**src/lpfp_pkg.sv**
```systemverilog
// Shared types and constants for the length-prefixed frame parser.
`default_nettype none

package lpfp_pkg;

  localparam int unsigned MAX_FIELDS_DEFAULT = 256;
  localparam int unsigned MAX_FIELDS_W       = 17;

  localparam logic [8:0] COUNT_SAT = 9'd256;
  localparam logic [1:0] HDR_LAST  = 2'd3;

  typedef enum logic [1:0] {
    PH_TYPE  = 2'd0,
    PH_FLEN  = 2'd1,
    PH_FHDR  = 2'd2,
    PH_FDATA = 2'd3
  } phase_t;

  typedef enum logic [1:0] {
    KIND_TYPE  = 2'd0,
    KIND_FLEN  = 2'd1,
    KIND_FHDR  = 2'd2,
    KIND_FDATA = 2'd3
  } kind_t;

  typedef enum logic [1:0] {
    ERR_NONE     = 2'd0,
    ERR_TRUNC    = 2'd1,
    ERR_OVERRUN  = 2'd2,
    ERR_TOO_MANY = 2'd3
  } err_t;

endpackage

`default_nettype wire

```
**src/length_prefixed_frame_parser.sv**
```systemverilog
// Top level of the length-prefixed frame parser: byte classifier and frame tracker.
`default_nettype none

// The parser takes one byte per cycle and returns one result item per byte in the cycle
// after it is accepted, through an output register; with the output side ready it sustains
// one item every cycle, set by the single register stage between input handshake and the
// result. A frame is a type byte, a four-byte big-endian payload length and fields, each a
// four-byte big-endian length and its data. A frame always ends after exactly its payload
// length; a field header or field that does not fit is cut there and flagged in the error
// code, and fields at index MAX_FIELDS or above are flagged as too many.
module length_prefixed_frame_parser
  import lpfp_pkg::*;
#(
  parameter int unsigned MAX_FIELDS = MAX_FIELDS_DEFAULT
) (
  input  wire logic        clk,
  input  wire logic        rst,
  input  wire logic        s_axis_tvalid,
  output logic             s_axis_tready,
  input  wire logic [7:0]  s_axis_tdata,   // in_byte
  output logic             m_axis_tvalid,
  input  wire logic        m_axis_tready,
  // byte_value, message_type, field_index, offset_in_field, field_end,
  // fields_in_frame, error_code, zero fill
  output logic [71:0]      m_axis_tdata,
  output logic [1:0]       m_axis_tuser,   // byte_kind
  output logic             m_axis_tlast    // frame_end
);

  localparam logic [MAX_FIELDS_W-1:0] MaxFields = MAX_FIELDS_W'(MAX_FIELDS);

  phase_t      phase, phase_next;
  logic [1:0]  hdr_cnt, hdr_cnt_next;
  logic [31:0] frame_rem, frame_rem_next;
  logic [31:0] field_rem, field_rem_next;
  logic [31:0] len_shift, len_shift_next;
  logic [7:0]  cur_type, cur_type_next;
  logic [8:0]  field_cnt, field_cnt_next;
  logic [31:0] data_off, data_off_next;

  logic        accept;
  logic [7:0]  b;
  logic [31:0] frame_len_shifted;
  logic [31:0] frame_dec;
  logic [31:0] field_dec;
  logic [31:0] len_shifted;
  logic [8:0]  field_cnt_inc;
  logic        hdr_last;
  logic        too_many;

  kind_t       r_kind;
  logic [7:0]  r_index;
  logic [31:0] r_off;
  logic        r_fe;
  logic        r_fre;
  logic [8:0]  r_done;
  err_t        r_err;

  assign accept        = s_axis_tvalid && s_axis_tready;
  assign s_axis_tready = !m_axis_tvalid || m_axis_tready;
  assign b             = s_axis_tdata;

  always_comb begin
    frame_len_shifted = {frame_rem[23:0], b};
    len_shifted       = {len_shift[23:0], b};
    frame_dec         = (frame_rem != 32'd0) ? frame_rem - 32'd1 : 32'd0;
    field_dec         = (field_rem != 32'd0) ? field_rem - 32'd1 : 32'd0;
    field_cnt_inc     = (field_cnt == COUNT_SAT) ? field_cnt : field_cnt + 9'd1;
    hdr_last          = (hdr_cnt == HDR_LAST);
    too_many          = {8'd0, field_cnt} >= MaxFields;
  end

  always_comb begin
    phase_next     = phase;
    hdr_cnt_next   = hdr_cnt;
    frame_rem_next = frame_rem;
    field_rem_next = field_rem;
    len_shift_next = len_shift;
    cur_type_next  = cur_type;
    field_cnt_next = field_cnt;
    data_off_next  = data_off;
    unique case (phase)
      PH_FLEN: begin
        frame_rem_next = frame_len_shifted;
        hdr_cnt_next   = hdr_cnt + 2'd1;
        if (hdr_last) begin
          if (frame_len_shifted == 32'd0) begin
            phase_next = PH_TYPE;
          end else begin
            phase_next     = PH_FHDR;
            len_shift_next = 32'd0;
          end
        end
      end
      PH_FHDR: begin
        frame_rem_next = frame_dec;
        len_shift_next = len_shifted;
        hdr_cnt_next   = hdr_cnt + 2'd1;
        if (!hdr_last) begin
          if (frame_dec == 32'd0) begin
            phase_next = PH_TYPE;
          end
        end else if (len_shifted == 32'd0) begin
          field_cnt_next = field_cnt_inc;
          if (frame_dec == 32'd0) begin
            phase_next = PH_TYPE;
          end else begin
            phase_next     = PH_FHDR;
            len_shift_next = 32'd0;
          end
        end else if (frame_dec == 32'd0) begin
          field_cnt_next = field_cnt_inc;
          phase_next     = PH_TYPE;
        end else begin
          field_rem_next = len_shifted;
          data_off_next  = 32'd0;
          phase_next     = PH_FDATA;
        end
      end
      PH_FDATA: begin
        frame_rem_next = frame_dec;
        field_rem_next = field_dec;
        data_off_next  = data_off + 32'd1;
        if (field_dec == 32'd0) begin
          field_cnt_next = field_cnt_inc;
          if (frame_dec == 32'd0) begin
            phase_next = PH_TYPE;
          end else begin
            phase_next     = PH_FHDR;
            hdr_cnt_next   = 2'd0;
            len_shift_next = 32'd0;
          end
        end else if (frame_dec == 32'd0) begin
          field_cnt_next = field_cnt_inc;
          phase_next     = PH_TYPE;
        end
      end
      default: begin
        cur_type_next  = b;
        field_cnt_next = 9'd0;
        frame_rem_next = 32'd0;
        field_rem_next = 32'd0;
        data_off_next  = 32'd0;
        hdr_cnt_next   = 2'd0;
        len_shift_next = 32'd0;
        phase_next     = PH_FLEN;
      end
    endcase
  end

  always_comb begin
    r_kind  = KIND_TYPE;
    r_index = 8'd0;
    r_off   = 32'd0;
    r_fe    = 1'b0;
    r_fre   = 1'b0;
    r_err   = ERR_NONE;
    unique case (phase)
      PH_FLEN: begin
        r_kind = KIND_FLEN;
        r_fre  = hdr_last && (frame_len_shifted == 32'd0);
      end
      PH_FHDR: begin
        r_kind  = KIND_FHDR;
        r_index = field_cnt[8] ? 8'hFF : field_cnt[7:0];
        if (!hdr_last) begin
          if (frame_dec == 32'd0) begin
            r_err = ERR_TRUNC;
            r_fre = 1'b1;
          end
        end else if (len_shifted == 32'd0) begin
          r_fe  = 1'b1;
          r_fre = (frame_dec == 32'd0);
        end else if (frame_dec == 32'd0) begin
          r_err = ERR_OVERRUN;
          r_fe  = 1'b1;
          r_fre = 1'b1;
        end
        if (r_err == ERR_NONE && too_many) begin
          r_err = ERR_TOO_MANY;
        end
      end
      PH_FDATA: begin
        r_kind  = KIND_FDATA;
        r_index = field_cnt[8] ? 8'hFF : field_cnt[7:0];
        r_off   = data_off;
        if (field_dec == 32'd0) begin
          r_fe  = 1'b1;
          r_fre = (frame_dec == 32'd0);
        end else if (frame_dec == 32'd0) begin
          r_err = ERR_OVERRUN;
          r_fe  = 1'b1;
          r_fre = 1'b1;
        end
        if (r_err == ERR_NONE && too_many) begin
          r_err = ERR_TOO_MANY;
        end
      end
      default: begin
        r_kind = KIND_TYPE;
      end
    endcase
    r_done = (r_kind == KIND_FHDR || r_kind == KIND_FDATA) ? field_cnt_next : 9'd0;
  end

  always_ff @(posedge clk) begin
    if (rst) begin
      phase     <= PH_TYPE;
      hdr_cnt   <= 2'd0;
      frame_rem <= 32'd0;
      field_rem <= 32'd0;
      len_shift <= 32'd0;
      cur_type  <= 8'd0;
      field_cnt <= 9'd0;
      data_off  <= 32'd0;
    end else if (accept) begin
      phase     <= phase_next;
      hdr_cnt   <= hdr_cnt_next;
      frame_rem <= frame_rem_next;
      field_rem <= field_rem_next;
      len_shift <= len_shift_next;
      cur_type  <= cur_type_next;
      field_cnt <= field_cnt_next;
      data_off  <= data_off_next;
    end
  end

  always_ff @(posedge clk) begin
    if (rst) begin
      m_axis_tvalid <= 1'b0;
    end else if (s_axis_tready) begin
      m_axis_tvalid <= s_axis_tvalid;
    end
  end

  always_ff @(posedge clk) begin
    if (accept) begin
      m_axis_tdata <= {4'd0, r_err, r_done, r_fe, r_off, r_index, cur_type_next, b};
      m_axis_tuser <= r_kind;
      m_axis_tlast <= r_fre;
    end
  end

  a_field_cnt_sat: assert property (@(posedge clk) disable iff (rst)
    field_cnt <= COUNT_SAT)
    else $error("field counter above saturation");

  a_frame_end_to_type: assert property (@(posedge clk) disable iff (rst)
    accept && r_fre |=> phase == PH_TYPE)
    else $error("frame end did not return to type byte");

  a_trunc_marks: assert property (@(posedge clk) disable iff (rst)
    m_axis_tvalid && m_axis_tdata[67:66] == ERR_TRUNC |-> m_axis_tlast && !m_axis_tdata[56])
    else $error("truncated header item has wrong end marks");

  a_overrun_marks: assert property (@(posedge clk) disable iff (rst)
    m_axis_tvalid && m_axis_tdata[67:66] == ERR_OVERRUN |-> m_axis_tlast && m_axis_tdata[56])
    else $error("overrun item has wrong end marks");

  a_type_clears: assert property (@(posedge clk) disable iff (rst)
    accept && phase != PH_FLEN && phase != PH_FHDR && phase != PH_FDATA
      |=> field_cnt == 9'd0 && phase == PH_FLEN)
    else $error("type byte did not start a new frame");

endmodule

`default_nettype wire
```
**config.mk**
```make
export PLATFORM = sky130hd
export DESIGN_NAME = length_prefixed_frame_parser
export DESIGN_NICKNAME = d
export VERILOG_FILES = /design/src/lpfp_pkg.sv /design/src/length_prefixed_frame_parser.sv
export SDC_FILE = /design/constraint.sdc
export NUM_CORES = 1
export LEC_CHECK = 0
export CORE_MARGIN = 1.5
export CORE_UTILIZATION = 69
export CTS_CLUSTER_DIAMETER = 60
export CTS_CLUSTER_SIZE = 30
export DETAILED_ROUTE_END_ITERATION = 6
export DONT_BUFFER_PORTS = 1
export GPL_ROUTABILITY_DRIVEN = 0
export PLACE_DENSITY = 0.85
export SKIP_CTS_REPAIR_TIMING = 1
export SLEW_MARGIN = 20
export SYNTH_ARGS = -nofsm -noshare
export SYNTH_HDL_FRONTEND = slang
export SYNTH_SLANG_ARGS = --single-unit
```
**constraint.sdc**
```tcl
create_clock -name clk -period 10 [get_ports clk]
set_input_delay 1.5 -clock clk [delete_from_list [all_inputs] [get_ports clk]]
set_output_delay 1.5 -clock clk [all_outputs]
set_load 0.02 [all_outputs]
```
==> impl_metrics.py, run 1 <==
metrics = {
    "synthesis": {
        "yosysTopAreaCellShare": 0.250,
        "synthArstFlopShare": 0,
        "ys_seq_area_frac": 0.437,
        "syn-cell-area_sq_um": 11400,
        "yosys-top-cells-area": "dfxtp_1, edfxtp_1, nor2_1, nand2_1, o21ai_0",
        "avgSynthCellArea_sq_um": 8.43,
        "synth-main-ff-cell": "dfxtp_1",
        "ys_warn_count": 0,
        "syn_inst": 1351,
        "yosysUniqueCellTypes": 78,
        "yosys.area.top_type": "dfxtp_1",
        "ys_seq_elements": 213,
        "synth_edf_count": 71,
    },
    "route": {
        "wire_per_inst_um": 19.3,
        "drtPass1Iterations": 6,
        "drt_wl_total_mm": 29.0,
        "viasPerCell": 6.78,
        "first_iter_violations": 1372,
        "vias": 10200,
        "drcViolationCount": 0,
        "ant_nets": 0,
    },
    "critical_path": {
        "crit_type": "reg -> reg",
        "max_stage_delay_ns": 0.91,
        "end_kind": "flip-flop",
        "critPathLaunchType": "flip-flop",
        "cp.required_ns": 10.37,
        "slowest_stage": "o31ai_1",
        "path_buf_inv": 1,
        "worstPathMaxFanout": 10,
        "r2r_setup_slack_ns": 4.80,
        "crit_family": "simple AND/OR/NAND/NOR gates",
        "cp.arrival_ns": 5.56,
        "crit_chain": "inv_1 -> ha_1 -> nor3b_1 -> nand3_1 -> nor4_1 -> xor2_1 -> or4_1 -> o31ai_1 -> o21ai_0 -> a211o_1 -> a21oi_1 -> o21a_1",
    },
    "cts": {
        "cts.sinks": 213,
        "clk_pin_slew_ns": 0.10,
        "clk_path_buf_depth": 3,
        "cts_tree": "built",
        "clk-insertion-delay-late_ns": 0.51,
        "cts-root-buf": "clkbuf_16",
        "h-tree-depth": 1,
        "cts_buffers": 15,
    },
    "timing": {
        "worst_slack_ns": 4.80,
        "finalSetupViolCount": 0,
        "max_slew_margin": 0.262,
        "worstMarginPinSlew_ns": 1.10,
        "fin_crit_sh": 0.520,
        "setup_tns_ns": 0,
        "clock_skew_ns": 0.0374,
        "rsz0062_at_grt": "false",
        "finalCriticalPeriod_ns": 5.20,
        "maxSlewViolCount": 0,
        "hold_violations": 0,
        "fmax_mhz": 192,
    },
    "global_routing": {
        "track_usage": 0.322,
        "grt_pass1_wl_mm": 46.3,
        "grt_max_degree": 106,
        "grt_pass1_vias": 8912,
        "grt_antenna_before_repair": 0,
        "overflow": 0,
    },
    "die": {
        "core_sq_um": 16000,
        "start_util": 0.712,
        "io_pins": 89,
        "die-area_sq_um": 17300,
        "die_h_um": 132,
        "core.rowCount": 46,
        "die-width_um": 132,
    },
    "place": {
        "place_hpwl_mm": 18.7,
        "port_buffers": 0,
        "post-place-ws_ns": 5.04,
    },
    "pwr": {
        "ir_drop_uv": 181,
        "power_density_nw_per_um2": 157,
        "leakage_uw": 0.00414,
    },
    "worst_hold_path": {
        "hold_class": "reg -> reg",
    },
    "finish": {
        "num_antenna_cells": 0,
        "area_growth_pct": 3.94,
        "final_nets": 1298,
        "drive_above_1_share": 0.0585,
        "layout_commonest_cell": "nor2_1",
        "mostFrequentLayoutCells": "nor2_1, dfxtp_1, nand2_1, o21ai_0, a21oi_1",
    },
    "flow_run": {
        "maxCapViolations": 0,
    },
    "run_status": {
        "status": "finished clean",
    },
}
-- final timing paths --
check | start | to | cells past startpoint
hold / removal | cur_type[7]$_SDFFE_PP0P_ | cur_type[7]$_SDFFE_PP0P_ | 2
hold reg to reg | cur_type[7]$_SDFFE_PP0P_ | cur_type[7]$_SDFFE_PP0P_ | 2
setup reg to reg | field_rem[0]$_SDFFE_PP0P_ | m_axis_tdata[60]$_SDFFCE_PN0P_ | 12
setup / recovery | field_rem[0]$_SDFFE_PP0P_ | m_axis_tdata[60]$_SDFFCE_PN0P_ | 12
-- cells by family (layout without fill, tap and decap cells) --
| group | count (synthesis) | in the layout | share of synthesized area |
|---|---|---|---|
| simple gates | 623 | 623 | 0.275 |
| compound gates | 288 | 288 | 0.163 |
| flops | 213 | 213 | 0.437 |
| buf+inv | 136 | 65 | 0.0500 |
| xor+xnor | 69 | 69 | 0.0530 |
| fa+ha+maj | 12 | 12 | 0.0132 |
| mux | 9 | 9 | 0.00879 |
| other cells | 1 | 4 | 0.000329 |
-- flip-flops by register name (all words and copies together), names as in the netlist --
register,flops
m_axis_tdata,68
data_off,32
field_rem,32
frame_rem,32
len_shift,24
field_cnt,9
cur_type,8
hdr_cnt,2
m_axis_tuser,2
phase,2
m_axis_tlast,1
m_axis_tvalid,1
-- stage by stage --
stage / area [sq um] / utilization / instances / hold WS (ns) / total power, uW
3_5_place_dp: 11300 / 0.706 / 1473 / 0.442 / 1190
3_3_place_gp: 11300 / 0.706 / 1473 / 0.434 / 1190
4_1_cts: 11800 / 0.740 / 1499 / 0.454 / 1860
2_1_floorplan: 11400 / - / 1354 / 0.434 / 1150
6_report: 11800 / 0.740 / 1499 / 0.453 / 1860
5_1_grt: 11800 / 0.740 / 1499 / 0.476 / 1910
-- synth_stat cells, types with 6 or more instances --
library cell / instances
nor4_1: 39
edfxtp_1: 71
buf_2: 11
nor3_1: 49
or4_1: 17
o21ai_0: 82
and2_1: 37
a21oi_1: 72
nand2_1: 132
and3_1: 8
o21a_1: 8
a221oi_1: 8
inv_1: 24
mux2_2: 8
dfxtp_1: 142
nand3_1: 57
nor4b_1: 8
nand4_1: 32
or2_2: 9
a211oi_1: 12
ha_1: 12
clkbuf_1: 86
xor2_1: 36
o31ai_1: 15
xnor2_1: 33
o22ai_1: 7
a22oi_1: 40
nor3b_1: 7
nor2_1: 173
or3_1: 23
nor2b_1: 6
-- power by group --
group          leakage [uW]  switching [uW]  internal, uW
combinational       0.00202             148          70.3
clock              0.000265             354           324
sequential          0.00186            40.3           921
total               0.00414             542          1320
-- layout make-up --
| class | count | area, sq um |
|---|---|---|
| Timing Repair Buffer | 12 | 90.1 |
| Clock buffer | 17 | 405 |
| Multi-Input combinational cell | 1005 | 5870 |
| Sequential cell | 213 | 4970 |
| Clock inverter | 9 | 134 |
| Tap cell | 216 | 270 |
| Inverter | 27 | 103 |
| Fill cell | 1193 | 4160 |
-- tightest hold or removal path, cell delays in order (launching register included) --
cell and delay (ns):
dfxtp_1 0.31, nand2_1 0.05, a21oi_1 0.05
-- metal layers --
metal / vias up / wire (um) / global-route usage
met5: - / 0 / 0
met4: 0 / 713 / 0.105
met3: 67 / 2860 / 0.0559
met2: 633 / 13200 / 0.502
met1: 4733 / 12200 / 0.458
li1: 4729 / - / -
No activity file was read; power rests on OpenSTA's default activity.
==> run 2, diff against run 1 <==
--- a/config.mk
+++ b/config.mk
@@ -6,13 +6,13 @@
 export NUM_CORES = 1
 export LEC_CHECK = 0
 export CORE_MARGIN = 1.5
-export CORE_UTILIZATION = 69
+export CORE_UTILIZATION = 64
 export CTS_CLUSTER_DIAMETER = 60
 export CTS_CLUSTER_SIZE = 30
 export DETAILED_ROUTE_END_ITERATION = 6
 export DONT_BUFFER_PORTS = 1
 export GPL_ROUTABILITY_DRIVEN = 0
-export PLACE_DENSITY = 0.85
+export PLACE_DENSITY = 0.8
 export SKIP_CTS_REPAIR_TIMING = 1
 export SLEW_MARGIN = 20
 export SYNTH_ARGS = -nofsm -noshare
==> constraint.sdc (replaced) <==
create_clock -name clk -period 5.3 [get_ports clk]
set_input_delay 0.795 -clock clk [delete_from_list [all_inputs] [get_ports clk]]
set_output_delay 0.795 -clock clk [all_outputs]
set_load 0.02 [all_outputs]
==> run 2 against run 1 <==
Net effect: hold slack worse by 0.085 ns; clock-buffer cell count is 1 higher; global-route usage is 1.9 points lower; final cell count is 1.1% higher; sequential power is 88% higher; sequential cell count stayed put; clock skew is 0.0094 ns lower; critical endpoint is now field_cnt[6]$_SDFFE_PP0P_; utilization is 5.3 points lower.
==> impl_metrics.py, run 2 (same netlist as run 1, synthesis figures left out) <==
metrics = {
    "run_status": {
        "status": "finished clean",
    },
    "die": {
        "core_sq_um": 17400,
        "die-area_sq_um": 18600,
        "die-width_um": 136,
        "core.rowCount": 48,
        "start_util": 0.656,
        "io_pins": 89,
        "die_h_um": 136,
    },
    "route": {
        "ant_nets": 0,
        "drt_wl_total_mm": 28.5,
        "drtPass1Iterations": 7,
        "drcViolationCount": 0,
        "first_iter_violations": 1246,
        "viasPerCell": 6.59,
        "wire_per_inst_um": 18.8,
        "vias": 9995,
    },
    "place": {
        "port_buffers": 0,
        "place_hpwl_mm": 18.7,
        "post-place-ws_ns": 0.980,
        "dpl-instance-area_sq_um": 11400,
        "placed_cells": 1488,
    },
    "timing": {
        "max_slew_margin": 0.310,
        "clock_skew_ns": 0.0280,
        "finalSetupViolCount": 0,
        "worst_slack_ns": 0.922,
        "rsz0062_at_grt": "false",
        "finalCriticalPeriod_ns": 4.38,
        "hold_ws_ns": 0.369,
        "setup_tns_ns": 0,
        "hold_violations": 0,
        "fmax_mhz": 228,
        "maxSlewViolCount": 0,
        "fin_crit_sh": 0.826,
        "worstMarginPinSlew_ns": 1.03,
    },
    "cts": {
        "cts.sinks": 213,
        "cts-root-buf": "clkbuf_16",
        "clk_pin_slew_ns": 0.09,
        "h-tree-depth": 1,
        "cts_buffers": 16,
        "clk-insertion-delay-late_ns": 0.50,
        "clk_path_buf_depth": 3,
        "cts_tree": "built",
    },
    "critical_path": {
        "cp.arrival_ns": 4.77,
        "crit_type": "reg -> reg",
        "critPathLaunchType": "flip-flop",
        "end_kind": "flip-flop",
        "worstPathMaxFanout": 9,
        "cp.required_ns": 5.70,
    },
    "finish": {
        "final_nets": 1305,
        "drive_above_1_share": 0.0651,
        "multi_input_area_sq_um": 5870,
        "largest_register": "m_axis_tdata",
        "fin_area_sq_um": 11900,
        "fin_cells": 1516,
        "num_antenna_cells": 0,
        "area_growth_pct": 4.65,
        "largest_register_ffs": 68,
        "n_fill_cell": 1338,
        "layout.area.seq_sq_um": 4970,
        "layout_commonest_cell": "nor2_1",
        "mostFrequentLayoutCells": "nor2_1, dfxtp_1, nand2_1, o21ai_0, a21oi_1",
    },
    "worst_hold_path": {
        "hold_class": "in -> reg",
    },
    "global_routing": {
        "grt_antenna_before_repair": 0,
        "track_usage": 0.303,
        "grt_pass1_wl_mm": 46.2,
        "grt_max_degree": 106,
        "overflow": 0,
        "grt_pass1_vias": 8950,
    },
    "flow_run": {
        "maxCapViolations": 0,
    },
    "pwr": {
        "ir_drop_uv": 251,
        "power_density_nw_per_um2": 294,
        "leakage_uw": 0.00418,
    },
}
## run 2: changes by cell type in the layout (fill, tap and decap cells not counted), sizes merged
cell      delta
inv          -2
clkinvlp     +2
clkbuf       +1
clkinv       +1
buf          +6
## run 2: worst paths after layout
kind | endpoint | slack [ns] | start | cells after the start
setup / recovery | field_cnt[6]$_SDFFE_PP0P_ | 0.92 | frame_rem[0]$_SDFFE_PP0P_ | 12
hold / removal | field_rem[26]$_SDFFE_PP0P_ | 0.37 | rst | 1
setup reg to reg | field_cnt[6]$_SDFFE_PP0P_ | 0.92 | frame_rem[0]$_SDFFE_PP0P_ | 12
hold reg to reg | cur_type[0]$_SDFFE_PP0P_ | 0.45 | cur_type[0]$_SDFFE_PP0P_ | 2
## run 2: worst max-delay path, stage by stage (launching register included)
cell and delay (ns):
dfxtp_1 0.38, inv_1 0.13, ha_1 0.23, or3b_2 0.53
or4_1 0.58, or4_1 0.47, nand3_1 0.12, and4bb_4 0.25
a41oi_1 0.41, a31oi_1 0.31, o22ai_1 0.60, o21ai_0 0.19
o31ai_1 0.09
## run 2: cell type report
type / count / share of cell area
Inverter: 27 / 0.00861
Clock inverter: 10 / 0.00892
Tap cell: 225 / 0.0236
Sequential cell: 213 / 0.417
Timing Repair Buffer: 18 / 0.0124
Clock buffer: 18 / 0.0368
Multi-Input combinational cell: 1005 / 0.492
## run 2: stage by stage
| step | utilization | power, uW |
|---|---|---|
| 4_1_cts | 0.687 | 3500 |
| 3_3_place_gp | 0.655 | 2250 |
| 3_5_place_dp | 0.655 | 2260 |
| 2_1_floorplan | - | 2170 |
| 5_1_grt | 0.687 | 3620 |
| 6_report | 0.687 | 3500 |
## run 2: metal layers
metal,GRT usage,vias to the layer above,wire (um)
met5,0,-,0
met4,0.0892,0,710
met3,0.0481,59,2200
met2,0.476,453,12900
met1,0.432,4761,12700
li1,-,4722,-
## run 2: where the power goes
part / switching (uW) / total [uW] / internal [uW] / leakage (uW)
Combinational: 279 / 420 / 141 / 0.00206
Clock: 635 / 1270 / 634 / 0.000263
Sequential: 75.4 / 1810 / 1740 / 0.00186
Total: 990 / 3500 / 2510 / 0.00418
